$ cat src/rtl/trs_pkg.sv
// trs_pkg: shared types and codes for the tick resource allocation scheduler
// used by trs_cell, trs_ctrl, the top level and the checker
package trs_pkg;

    typedef enum logic [2:0] {
        ST_FINISHED  = 3'd0,
        ST_UNARRIVED = 3'd1,
        ST_INVALID   = 3'd2,
        ST_ARRIVED   = 3'd3,
        ST_IARRIVED  = 3'd4,
        ST_STARTED   = 3'd5
    } t_status;

    typedef enum logic [2:0] {
        EV_FINISHED = 3'd0,
        EV_ARRIVED  = 3'd1,
        EV_STARTED  = 3'd2,
        EV_TICK     = 3'd3,
        EV_ENDED    = 3'd4
    } t_event;

    typedef enum logic [2:0] {
        PH_IDLE,
        PH_SCAN,
        PH_FIN,
        PH_ARR,
        PH_START,
        PH_DONE
    } t_phase;

    localparam int unsigned REG_TOTAL0 = 0;
    localparam int unsigned REG_TOTAL3 = 3;
    localparam int unsigned REG_TYPES  = 4;
    localparam int unsigned REG_JOBS   = 5;

    localparam int unsigned CFG_IDX_W  = 3;
    localparam int unsigned CFG_DATA_W = 8;

    // control sent down the row of cells
    typedef struct packed {
        logic   load;
        logic   rotate;
    } t_cell_ctl;

endpackage

$ cat src/rtl/tick_resource_allocation_scheduler.sv
// tick_resource_allocation_scheduler: the job ring of trs_cell, the trs_ctrl sequencer,
// free pool and time. depends on trs_pkg, trs_cell, trs_ctrl
//
// usage: pulse start with the fields while busy is low. a load (i_func=0) writes one
// table entry, resets time and pool, and yields no beat; the ring makes one full lap
// to bring the entry past the head, and busy stays high through the lap.
// a tick (i_func=1) yields its beats on o_valid, one per cycle at most, last beat
// flagged by o_last. the job table is a ring of MAX_JOBS cells; the whole ring
// rotates by one per cycle during a pass or a load so the head cell is the entry under work.
// a tick runs a scan step, three passes over the ring (finish, arrive, start) and a
// closing step, with busy high throughout.
// the last beat shows in the first cycle after busy drops, which is also the first
// cycle in which the next item can be taken.
// a tick when nothing runs or waits skips the passes and yields one run-ended beat.
// the ring length, not job_count, sets the pass length so the ring comes home.
// configuration writes go through i_cfg_we/i_cfg_idx/i_cfg_data any time idle.
// reset clears all entries to finished, time and pool to zero, types_in_use to 4.
// the receiver cannot stall: each beat is shown for exactly one cycle.
module tick_resource_allocation_scheduler #(
    parameter int unsigned MAX_JOBS  = 16,
    parameter int unsigned NUM_TYPES = 4
) (
    input  logic                            i_clk,
    input  logic                            i_rst_n,
    input  logic                            start,
    output logic                            busy,
    input  logic                            i_cfg_we,
    input  logic [trs_pkg::CFG_IDX_W-1:0]   i_cfg_idx,
    input  logic [trs_pkg::CFG_DATA_W-1:0]  i_cfg_data,
    input  logic                            i_func,
    input  logic [3:0]                      i_job_index,
    input  logic [7:0]                      i_need_type0,
    input  logic [7:0]                      i_need_type1,
    input  logic [7:0]                      i_need_type2,
    input  logic [7:0]                      i_need_type3,
    input  logic [15:0]                     i_arrival_time,
    input  logic [15:0]                     i_service_time,
    output logic                            o_valid,
    output logic [2:0]                      o_event_kind,
    output logic [3:0]                      o_event_job,
    output logic [31:0]                     o_event_time,
    output logic                            o_halted,
    output logic                            o_last
);
    localparam int unsigned IDX_W = (MAX_JOBS > 1) ? $clog2(MAX_JOBS) : 1;

    logic [7:0] r_total [4];
    logic [2:0] r_types;
    logic [4:0] r_jobs;
    logic [7:0] r_free [4];
    logic [31:0] r_time;
    logic r_run, r_wait, r_halt;
    logic r_halt_done;
    logic r_lpend;
    logic [IDX_W-1:0] r_lidx;
    logic [31:0] r_lneeds;
    logic [15:0] r_larr, r_lsvc;
    logic r_lbad;

    trs_pkg::t_phase phase;
    logic [IDX_W:0] step;
    logic ctrl_busy;

    trs_pkg::t_status st [MAX_JOBS];
    logic [31:0] nd [MAX_JOBS];
    logic [15:0] ar [MAX_JOBS];
    logic [15:0] rm [MAX_JOBS];
    trs_pkg::t_cell_ctl ctl;

    logic [2:0] nt;
    logic [6:0] nj;
    logic head_in;
    logic [IDX_W:0] depth;
    logic accept, is_tick, is_load;
    logic [IDX_W:0] load_rot;

    assign accept  = start && !busy;
    assign is_tick = accept && i_func;
    assign is_load = accept && !i_func && (32'(i_job_index) < MAX_JOBS);
    assign busy    = ctrl_busy || r_lpend;
    assign depth   = (IDX_W+1)'(MAX_JOBS);
    assign nt      = (r_types > 3'(NUM_TYPES)) ? 3'(NUM_TYPES) : r_types;
    assign nj      = (32'(r_jobs) > MAX_JOBS) ? 7'(MAX_JOBS) : 7'(r_jobs);
    assign head_in = (7'(step) < nj);

    // config port
    always_ff @(posedge i_clk) begin
        if (!i_rst_n) begin
            for (int t = 0; t < 4; t++) r_total[t] <= '0;
            r_types <= 3'd4;
            r_jobs  <= '0;
        end else if (i_cfg_we) begin
            if (32'(i_cfg_idx) <= trs_pkg::REG_TOTAL3)
                r_total[i_cfg_idx[1:0]] <= i_cfg_data;
            else if (32'(i_cfg_idx) == trs_pkg::REG_TYPES)
                r_types <= i_cfg_data[2:0];
            else if (32'(i_cfg_idx) == trs_pkg::REG_JOBS)
                r_jobs <= i_cfg_data[4:0];
        end
    end

    // a load rotates the ring one full lap; when the target entry is at the head
    // the new entry goes into the tail in its place
    logic [IDX_W:0] r_lcnt;
    always_comb begin
        load_rot = '0;
        load_rot[IDX_W-1:0] = r_lidx;
    end

    // cell ring wiring
    trs_pkg::t_status hs;
    logic [31:0] hn;
    logic [15:0] ha, hr;
    assign hs = st[0];
    assign hn = nd[0];
    assign ha = ar[0];
    assign hr = rm[0];

    // new head value that leaves the head cell into the tail
    trs_pkg::t_status new_st;
    logic fin_ev, arr_ev, stt_ev, fits;
    always_comb begin
        fits = 1'b1;
        for (int t = 0; t < 4; t++)
            if (3'(t) < nt && hn[8*t +: 8] > r_free[t]) fits = 1'b0;
    end
    always_comb begin
        new_st = hs;
        fin_ev = 1'b0;
        arr_ev = 1'b0;
        stt_ev = 1'b0;
        if (head_in) begin
            case (phase)
                trs_pkg::PH_FIN:
                    if (hs == trs_pkg::ST_STARTED && hr == 16'd0) begin
                        new_st = trs_pkg::ST_FINISHED; fin_ev = 1'b1;
                    end
                trs_pkg::PH_ARR:
                    if ((hs == trs_pkg::ST_UNARRIVED || hs == trs_pkg::ST_INVALID) &&
                        r_time >= 32'(ha)) begin
                        new_st = (hs == trs_pkg::ST_INVALID) ? trs_pkg::ST_IARRIVED
                                                             : trs_pkg::ST_ARRIVED;
                        arr_ev = 1'b1;
                    end
                trs_pkg::PH_START:
                    if (hs == trs_pkg::ST_ARRIVED && fits) begin
                        new_st = trs_pkg::ST_STARTED; stt_ev = 1'b1;
                    end
                default: ;
            endcase
        end
    end

    logic in_pass;
    assign in_pass = (phase == trs_pkg::PH_FIN || phase == trs_pkg::PH_ARR ||
                      phase == trs_pkg::PH_START);
    assign ctl.rotate = in_pass || r_lpend;
    assign ctl.load   = r_lpend && (r_lcnt == load_rot);

    // countdown rides the start pass: an entry's state is final once the head passes it
    logic dec_head;
    assign dec_head = (phase == trs_pkg::PH_START) && head_in &&
                      (new_st == trs_pkg::ST_STARTED) && (hr != 16'd0);

    for (genvar g = 0; g < MAX_JOBS; g++) begin : g_cell
        trs_pkg::t_status si;
        logic [31:0] ni;
        logic [15:0] ai, ri;
        if (g == MAX_JOBS - 1) begin : g_tail
            always_comb begin
                if (ctl.load) begin
                    si = r_lbad ? trs_pkg::ST_INVALID : trs_pkg::ST_UNARRIVED;
                    ni = r_lneeds; ai = r_larr; ri = r_lsvc;
                end else begin
                    si = in_pass ? new_st : hs;
                    ni = hn; ai = ha;
                    ri = dec_head ? hr - 16'd1 : hr;
                end
            end
        end else begin : g_mid
            always_comb begin
                si = st[g+1]; ni = nd[g+1]; ai = ar[g+1]; ri = rm[g+1];
            end
        end
        trs_cell u_cell (
            .i_clk     (i_clk),
            .i_rst_n   (i_rst_n),
            .i_ctl     (ctl),
            .i_head    (g == MAX_JOBS - 1),
            .i_status  (si),
            .i_needs   (ni),
            .i_arrival (ai),
            .i_remain  (ri),
            .o_status  (st[g]),
            .o_needs   (nd[g]),
            .o_arrival (ar[g]),
            .o_remain  (rm[g])
        );
    end

    // load lap: one rotation per cycle until the ring is home again
    always_ff @(posedge i_clk) begin
        if (!i_rst_n) begin
            r_lpend <= 1'b0;
            r_lcnt  <= '0;
        end else if (is_load) begin
            r_lpend <= 1'b1;
            r_lcnt  <= '0;
        end else if (r_lpend) begin
            r_lcnt <= r_lcnt + 1'b1;
            if (r_lcnt == depth - 1'b1) r_lpend <= 1'b0;
        end
    end

    always_ff @(posedge i_clk) begin
        if (is_load) begin
            r_lidx   <= IDX_W'(i_job_index);
            r_lneeds <= {i_need_type3, i_need_type2, i_need_type1, i_need_type0};
            r_larr   <= i_arrival_time;
            r_lsvc   <= i_service_time;
            r_lbad   <= (i_need_type0 > r_total[0] && nt > 3'd0) ||
                        (i_need_type1 > r_total[1] && nt > 3'd1) ||
                        (i_need_type2 > r_total[2] && nt > 3'd2) ||
                        (i_need_type3 > r_total[3] && nt > 3'd3);
        end
    end

    trs_ctrl #(.IDX_W(IDX_W)) u_ctrl (
        .i_clk   (i_clk),
        .i_rst_n (i_rst_n),
        .i_tick  (is_tick),
        .i_depth (depth),
        .i_over  (!r_run && !r_wait),
        .o_phase (phase),
        .o_step  (step),
        .o_busy  (ctrl_busy)
    );

    // run/wait/halt flags from the cells below job_count (one per cell), latched in PH_IDLE for PH_SCAN
    logic any_run, any_wait, any_halt;
    always_comb begin
        any_run = 1'b0; any_wait = 1'b0; any_halt = 1'b0;
        for (int g = 0; g < MAX_JOBS; g++) begin
            if (7'(g) < nj) begin
                if (st[g] == trs_pkg::ST_STARTED) any_run = 1'b1;
                if (st[g] != trs_pkg::ST_INVALID && st[g] != trs_pkg::ST_FINISHED &&
                    st[g] != trs_pkg::ST_IARRIVED) any_wait = 1'b1;
                if (st[g] == trs_pkg::ST_INVALID || st[g] == trs_pkg::ST_IARRIVED)
                    any_halt = 1'b1;
            end
        end
    end

    always_ff @(posedge i_clk) begin
        if (!i_rst_n) begin
            r_run <= 1'b0; r_wait <= 1'b0; r_halt <= 1'b0; r_halt_done <= 1'b0;
        end else if (phase == trs_pkg::PH_IDLE) begin
            r_run <= any_run; r_wait <= any_wait; r_halt <= any_halt;
        end else if (phase == trs_pkg::PH_SCAN) begin
            r_halt_done <= !r_run && !r_wait;
        end
    end

    // free pool and time
    always_ff @(posedge i_clk) begin
        if (!i_rst_n) begin
            for (int t = 0; t < 4; t++) r_free[t] <= '0;
            r_time <= '0;
        end else if (is_load) begin
            for (int t = 0; t < 4; t++) r_free[t] <= r_total[t];
            r_time <= '0;
        end else begin
            for (int t = 0; t < 4; t++) begin
                if (3'(t) < nt) begin
                    if (fin_ev)
                        r_free[t] <= (9'(r_free[t]) + 9'(hn[8*t +: 8]) > 9'd255) ? 8'd255
                                     : r_free[t] + hn[8*t +: 8];
                    else if (stt_ev)
                        r_free[t] <= r_free[t] - hn[8*t +: 8];
                end
            end
            if (phase == trs_pkg::PH_DONE && !r_halt_done) r_time <= r_time + 32'd1;
        end
    end

    // output beat register
    always_ff @(posedge i_clk) begin
        if (!i_rst_n) begin
            o_valid <= 1'b0;
        end else begin
            o_valid <= fin_ev || arr_ev || stt_ev || (phase == trs_pkg::PH_DONE);
        end
    end

    always_ff @(posedge i_clk) begin
        o_event_time <= r_time;
        o_event_job  <= 4'(step);
        o_halted     <= 1'b0;
        o_last       <= 1'b0;
        if (fin_ev) o_event_kind <= trs_pkg::EV_FINISHED;
        else if (arr_ev) o_event_kind <= trs_pkg::EV_ARRIVED;
        else if (stt_ev) o_event_kind <= trs_pkg::EV_STARTED;
        else begin
            o_event_job <= '0;
            o_last      <= 1'b1;
            if (r_halt_done) begin
                o_event_kind <= trs_pkg::EV_ENDED;
                o_halted     <= r_halt;
            end else begin
                o_event_kind <= trs_pkg::EV_TICK;
            end
        end
    end
endmodule

$ cat src/rtl/trs_cell.sv
// trs_cell: one table entry of the job ring; shifts its entry to the neighbor on rotate
// depends on trs_pkg
module trs_cell (
    input  logic                i_clk,
    input  logic                i_rst_n,
    input  trs_pkg::t_cell_ctl  i_ctl,
    input  logic                i_head,
    input  trs_pkg::t_status    i_status,
    input  logic [31:0]         i_needs,
    input  logic [15:0]         i_arrival,
    input  logic [15:0]         i_remain,
    output trs_pkg::t_status    o_status,
    output logic [31:0]         o_needs,
    output logic [15:0]         o_arrival,
    output logic [15:0]         o_remain
);
    trs_pkg::t_status r_status;
    logic [31:0] r_needs;
    logic [15:0] r_arrival, r_remain;

    always_ff @(posedge i_clk) begin
        if (!i_rst_n) begin
            r_status <= trs_pkg::ST_FINISHED;
        end else if (i_ctl.rotate || (i_ctl.load && i_head)) begin
            r_status <= i_status;
        end
    end

    always_ff @(posedge i_clk) begin
        if (i_ctl.rotate || (i_ctl.load && i_head)) begin
            r_needs   <= i_needs;
            r_arrival <= i_arrival;
            r_remain  <= i_remain;
        end
    end

    assign o_status  = r_status;
    assign o_needs   = r_needs;
    assign o_arrival = r_arrival;
    assign o_remain  = r_remain;
endmodule

$ cat src/rtl/trs_ctrl.sv
// trs_ctrl: phase sequencer for one tick, walks the ring one entry per cycle
// depends on trs_pkg
module trs_ctrl #(
    parameter int unsigned IDX_W = 4
) (
    input  logic                i_clk,
    input  logic                i_rst_n,
    input  logic                i_tick,
    input  logic [IDX_W:0]      i_depth,
    input  logic                i_over,
    output trs_pkg::t_phase     o_phase,
    output logic [IDX_W:0]      o_step,
    output logic                o_busy
);
    trs_pkg::t_phase r_phase, n_phase;
    logic [IDX_W:0] r_step, n_step;
    logic last_step;

    assign last_step = (r_step == i_depth - 1'b1);

    always_comb begin
        n_phase = r_phase;
        unique case (r_phase)
            trs_pkg::PH_IDLE:  if (i_tick) n_phase = trs_pkg::PH_SCAN;
            trs_pkg::PH_SCAN:  n_phase = i_over ? trs_pkg::PH_DONE : trs_pkg::PH_FIN;
            trs_pkg::PH_FIN:   if (last_step) n_phase = trs_pkg::PH_ARR;
            trs_pkg::PH_ARR:   if (last_step) n_phase = trs_pkg::PH_START;
            trs_pkg::PH_START: if (last_step) n_phase = trs_pkg::PH_DONE;
            trs_pkg::PH_DONE:  n_phase = trs_pkg::PH_IDLE;
            default:           n_phase = trs_pkg::PH_IDLE;
        endcase
    end

    always_comb begin
        n_step = '0;
        if ((r_phase == trs_pkg::PH_FIN || r_phase == trs_pkg::PH_ARR ||
             r_phase == trs_pkg::PH_START) && !last_step) begin
            n_step = r_step + 1'b1;
        end
    end

    always_ff @(posedge i_clk) begin
        if (!i_rst_n) begin
            r_phase <= trs_pkg::PH_IDLE;
            r_step  <= '0;
        end else begin
            r_phase <= n_phase;
            r_step  <= n_step;
        end
    end

    assign o_phase = r_phase;
    assign o_step  = r_step;
    assign o_busy  = (r_phase != trs_pkg::PH_IDLE);
endmodule

$ cat config.mk
export PLATFORM = sky130hd
export DESIGN_NAME = tick_resource_allocation_scheduler
export DESIGN_NICKNAME = d
export VERILOG_FILES = /design/src/rtl/trs_pkg.sv /design/src/rtl/tick_resource_allocation_scheduler.sv /design/src/rtl/trs_cell.sv /design/src/rtl/trs_ctrl.sv
export SDC_FILE = /design/constraint.sdc
export NUM_CORES = 1
export LEC_CHECK = 0
export ABC_AREA = 1
export BUFFER_PORTS_ARGS = -buffer_cell sky130_fd_sc_hd__buf_2
export CAP_MARGIN = 40
export CELL_PAD_IN_SITES_DETAIL_PLACEMENT = 0
export CELL_PAD_IN_SITES_GLOBAL_PLACEMENT = 1
export CORE_MARGIN = 2
export CORE_UTILIZATION = 53
export DETAILED_ROUTE_END_ITERATION = 12
export PLACE_DENSITY_LB_ADDON = 0.25
export SLEW_MARGIN = 5
export SYNTH_ARGS = -nofsm -noshare
export SYNTH_HDL_FRONTEND = slang
export SYNTH_SLANG_ARGS = --single-unit
$ cat constraint.sdc
create_clock -name i_clk -period 27.4 [get_ports i_clk]
set_input_delay 1.37 -clock i_clk [delete_from_list [all_inputs] [get_ports i_clk]]
set_output_delay 1.37 -clock i_clk [all_outputs]
set_load 0.01 [all_outputs]
==> run_results.csv <==
group,metric,value,unit
status,outcome,"finished clean",
layout,fin_nets,3514,
layout,n_antenna_cell,0,
clock_network,clk_path_buf_depth,3,
clock_network,clk_latency,750,ps
yosys,synth_flop_cell,"edfxtp_1",
timing,setup-tns-final,0,ps
timing,rsz0062_at_grt,"no",
yosys,synth-seq-area-share,0.7999,
clock_network,clkSinkCount,1305,
place,portBuffers,126,
clock_network,postCtsSetupRepairBufs,0,
worst_setup_path,crit_path_start,"i_rst_n",
worst_setup_path,critPathCapture,"r_free[1][6]$_SDFFCE_PN0P_",
floorplanning,die_w,302.2,um
worst_setup_path,slowest_stage,"nor2_1",
worst_setup_path,r2r-end,"g_cell[10].u_cell.o_arrival[7]$_DFFE_PP_",
worst_setup_path,cpPeakStageDelay,550,ps
worst_setup_path,cp_num_cells,13,
timing,worst_pin_slew,933.4,ps
floorplanning,pin_count,127,
floorplanning,dieArea,91340,sq um
yosys,avgSynthCellArea,15.41,sq um
yosys,synth-edff-count,1157,
detailed_routing,vias,23900,
floorplanning,die_h,302.2,um
flow_run,drv_cap,0,
min_path,hold_path.class,"flop to flop",
clock_network,hold_buffers,0,
timing,clock_skew,37.67,ps
worst_setup_path,end_kind,"flop",
detailed_routing,ant_nets,0,
clock_network,cts_buffers,132,
yosys,synth-warning-count,0,
global_route,grt_use_total,0.1932,
floorplanning,rows,109,
worst_setup_path,crit_buf_inv,6,
floorplanning,core,88240,sq um
pwr,leakagePower,0.01987,uW
pwr,power.density,127.5,nW/um^2
yosys,netlist-cell-type-count,57,
layout,instances_no_fill,4571,
worst_setup_path,critical-path-top-delay-family,"simple AND/OR/NAND/NOR gates",
global_route,antenna_found_initial,2,
timing,layout_min_cycle_time,4586,ps
layout,mostFrequentLayoutCells,"1157 x edfxtp_1, 373 x nand2_1, 306 x inv_1",
detailed_routing,wirelength,86690,um
global_route,grt_pass1_vias,23720,
timing,slew_headroom,0.3777,
place,place_area,49430,sq um
worst_setup_path,cp.arrival,5080,ps
place,place_inst,4331,
detailed_routing,viasPerCell,5.229,
timing,fin_crit_sh,0.1674,
yosys,synthCells,3058,
yosys,synthArstFlopShare,0,
detailed_routing,drc,0,
layout,drive_gt1_frac,0.1169,
pwr,peakVddDrop,0.09291,mV
worst_setup_path,cp_max_fo,67,
worst_setup_path,r2r_slack,23120,ps
clock_network,cts_resized,0,
place,post-place-ws,22060,ps
worst_setup_path,reg2regPathDepth,11,
timing,setup_violations,0,
layout,final_area,53780,sq um
place,place_congestion,0.8559,
clock_network,path_clk_slew,60,ps
worst_setup_path,crit_chain,"buf_2 -> buf_4 -> clkinv_1 -> nor2_4 -> inv_2 -> nor2_2 -> inv_1 -> nor2_1 -> nand2_1 -> a21oi_1 -> o22ai_1 -> nand2_1 -> inv_1",
timing,final-max-slew-violation-count,0,
worst_setup_path,critical_path_class,"primary input to flop",
clock_network,htreeDepth,4,
global_route,overflow,0,
clock_network,cts_tree,"yes",
global_route,grt_max_degree,119,
place,place.detailed.hpwl,55630,um
floorplanning,initial_core_util,0.5342,
worst_setup_path,cp.required,27900,ps
detailed_routing,drtIter0Drc,1869,
worst_setup_path,rr_startpoint,"u_ctrl.o_phase[0]$_SDFFE_PN0P_",
detailed_routing,drtPass1Iterations,5,
timing,setup_ws,22810,ps
global_route,grt_pass1_wl,134000,um
timing,fmax,218.1,MHz
yosys,synth_seq_cells,1305,
layout,area_delta_synth_final,14.10,%
detailed_routing,wire_per_inst,18.96,um
clock_network,cts_root_buf,"clkbuf_16",
worst_setup_path,start_kind,"primary input",
timing,hold_viol,0,
yosys,synth_fp_nets,3272,
layout,layout_commonest_cell,"edfxtp_1",
yosys,syn_area,47140,sq um
-- routing by layer --
layer	global-route usage	wire, um	vias to the layer above
li1	-	-	11470
met5	0	22	-
met3	0.03548	3757	161
met2	0.2983	40180	464
met4	0.07320	2413	4
met1	0.2763	40320	11800
-- cell usage after synthesis (10+ instances only) --
library cell  count  area [sq um]
nand2_1         373          1400
xor2_1           57         499.2
edfxtp_1       1157         34740
o21ai_0         181         905.9
inv_2            13         48.80
inv_1           308          1156
nor2_2           10         62.56
a21oi_1         180         900.9
a31oi_1          10         62.56
ha_1            122          1526
nand4_1          22         137.6
nor4_1           11         68.82
nor2_1          172         645.6
dfxtp_1         148          2963
o211ai_1         14         105.1
clkbuf_1         26         97.59
nand3_1          80         400.4
nor3_1           31         155.2
-- worst min path at each step --
stage	start	endpoint	slack, ps	cells past startpoint
final	r_time[20]$_SDFFE_PP0P_	o_event_time[20]$_DFF_P_	370	0
after global routing	r_time[25]$_SDFFE_PP0P_	o_event_time[25]$_DFF_P_	370	0
after global placement	r_time[25]$_SDFFE_PP0P_	o_event_time[25]$_DFF_P_	360	0
after detailed placement	r_time[20]$_SDFFE_PP0P_	o_event_time[20]$_DFF_P_	360	0
after floorplan	r_time[30]$_SDFFE_PP0P_	o_event_time[30]$_DFF_P_	330	0
after CTS	r_time[25]$_SDFFE_PP0P_	o_event_time[25]$_DFF_P_	370	0
-- sequential cells by signal, indices dropped and copies added (netlist names), 16 cells and up --
name	count
g_cell.u_cell.o_needs	512
g_cell.u_cell.o_arrival	256
g_cell.u_cell.o_remain	256
g_cell.u_cell.o_status	48
o_event_time	32
r_free	32
r_lneeds	32
r_time	32
r_total	32
r_larr	16
r_lsvc	16
-- cell families after synthesis --
kind of cell / share of synthesized area
flip-flops: 0.7999
AND/OR/NAND/NOR: 0.06896
AO/OA/AOI/OAI: 0.05261
buffers and inverters: 0.03140
adder cells (fa/ha/maj): 0.03578
XOR/XNOR: 0.01133
-- area by class of cell --
cell class	instances	area (sq um)
Clock buffer	173	3528
Clock inverter	67	823.3
Fill cell	6487	34450
Inverter	324	1229
Multi-Input combinational cell	1380	7964
Sequential cell	1305	37710
Tap cell	1165	1458
Timing Repair Buffer	157	1076
-- stage by stage --
stage,util,total power [uW],hold WS [ps]
detailed placement,0.5602,5123,360.1
floorplan,-,5212,330.8
global placement,0.5568,5007,358.8
CTS,0.6095,6948,368.0
finish,0.6095,6859,366.8
global route,0.6095,7226,372.3
-- power by group --
| group | switching [uW] | internal (uW) | total [uW] |
|---|---|---|---|
| logic | 944 | 299 | 1240 |
| clock network | 747 | 1030 | 1770 |
| registers | 299 | 3540 | 3840 |
No activity file was read; power rests on OpenSTA's default activity.
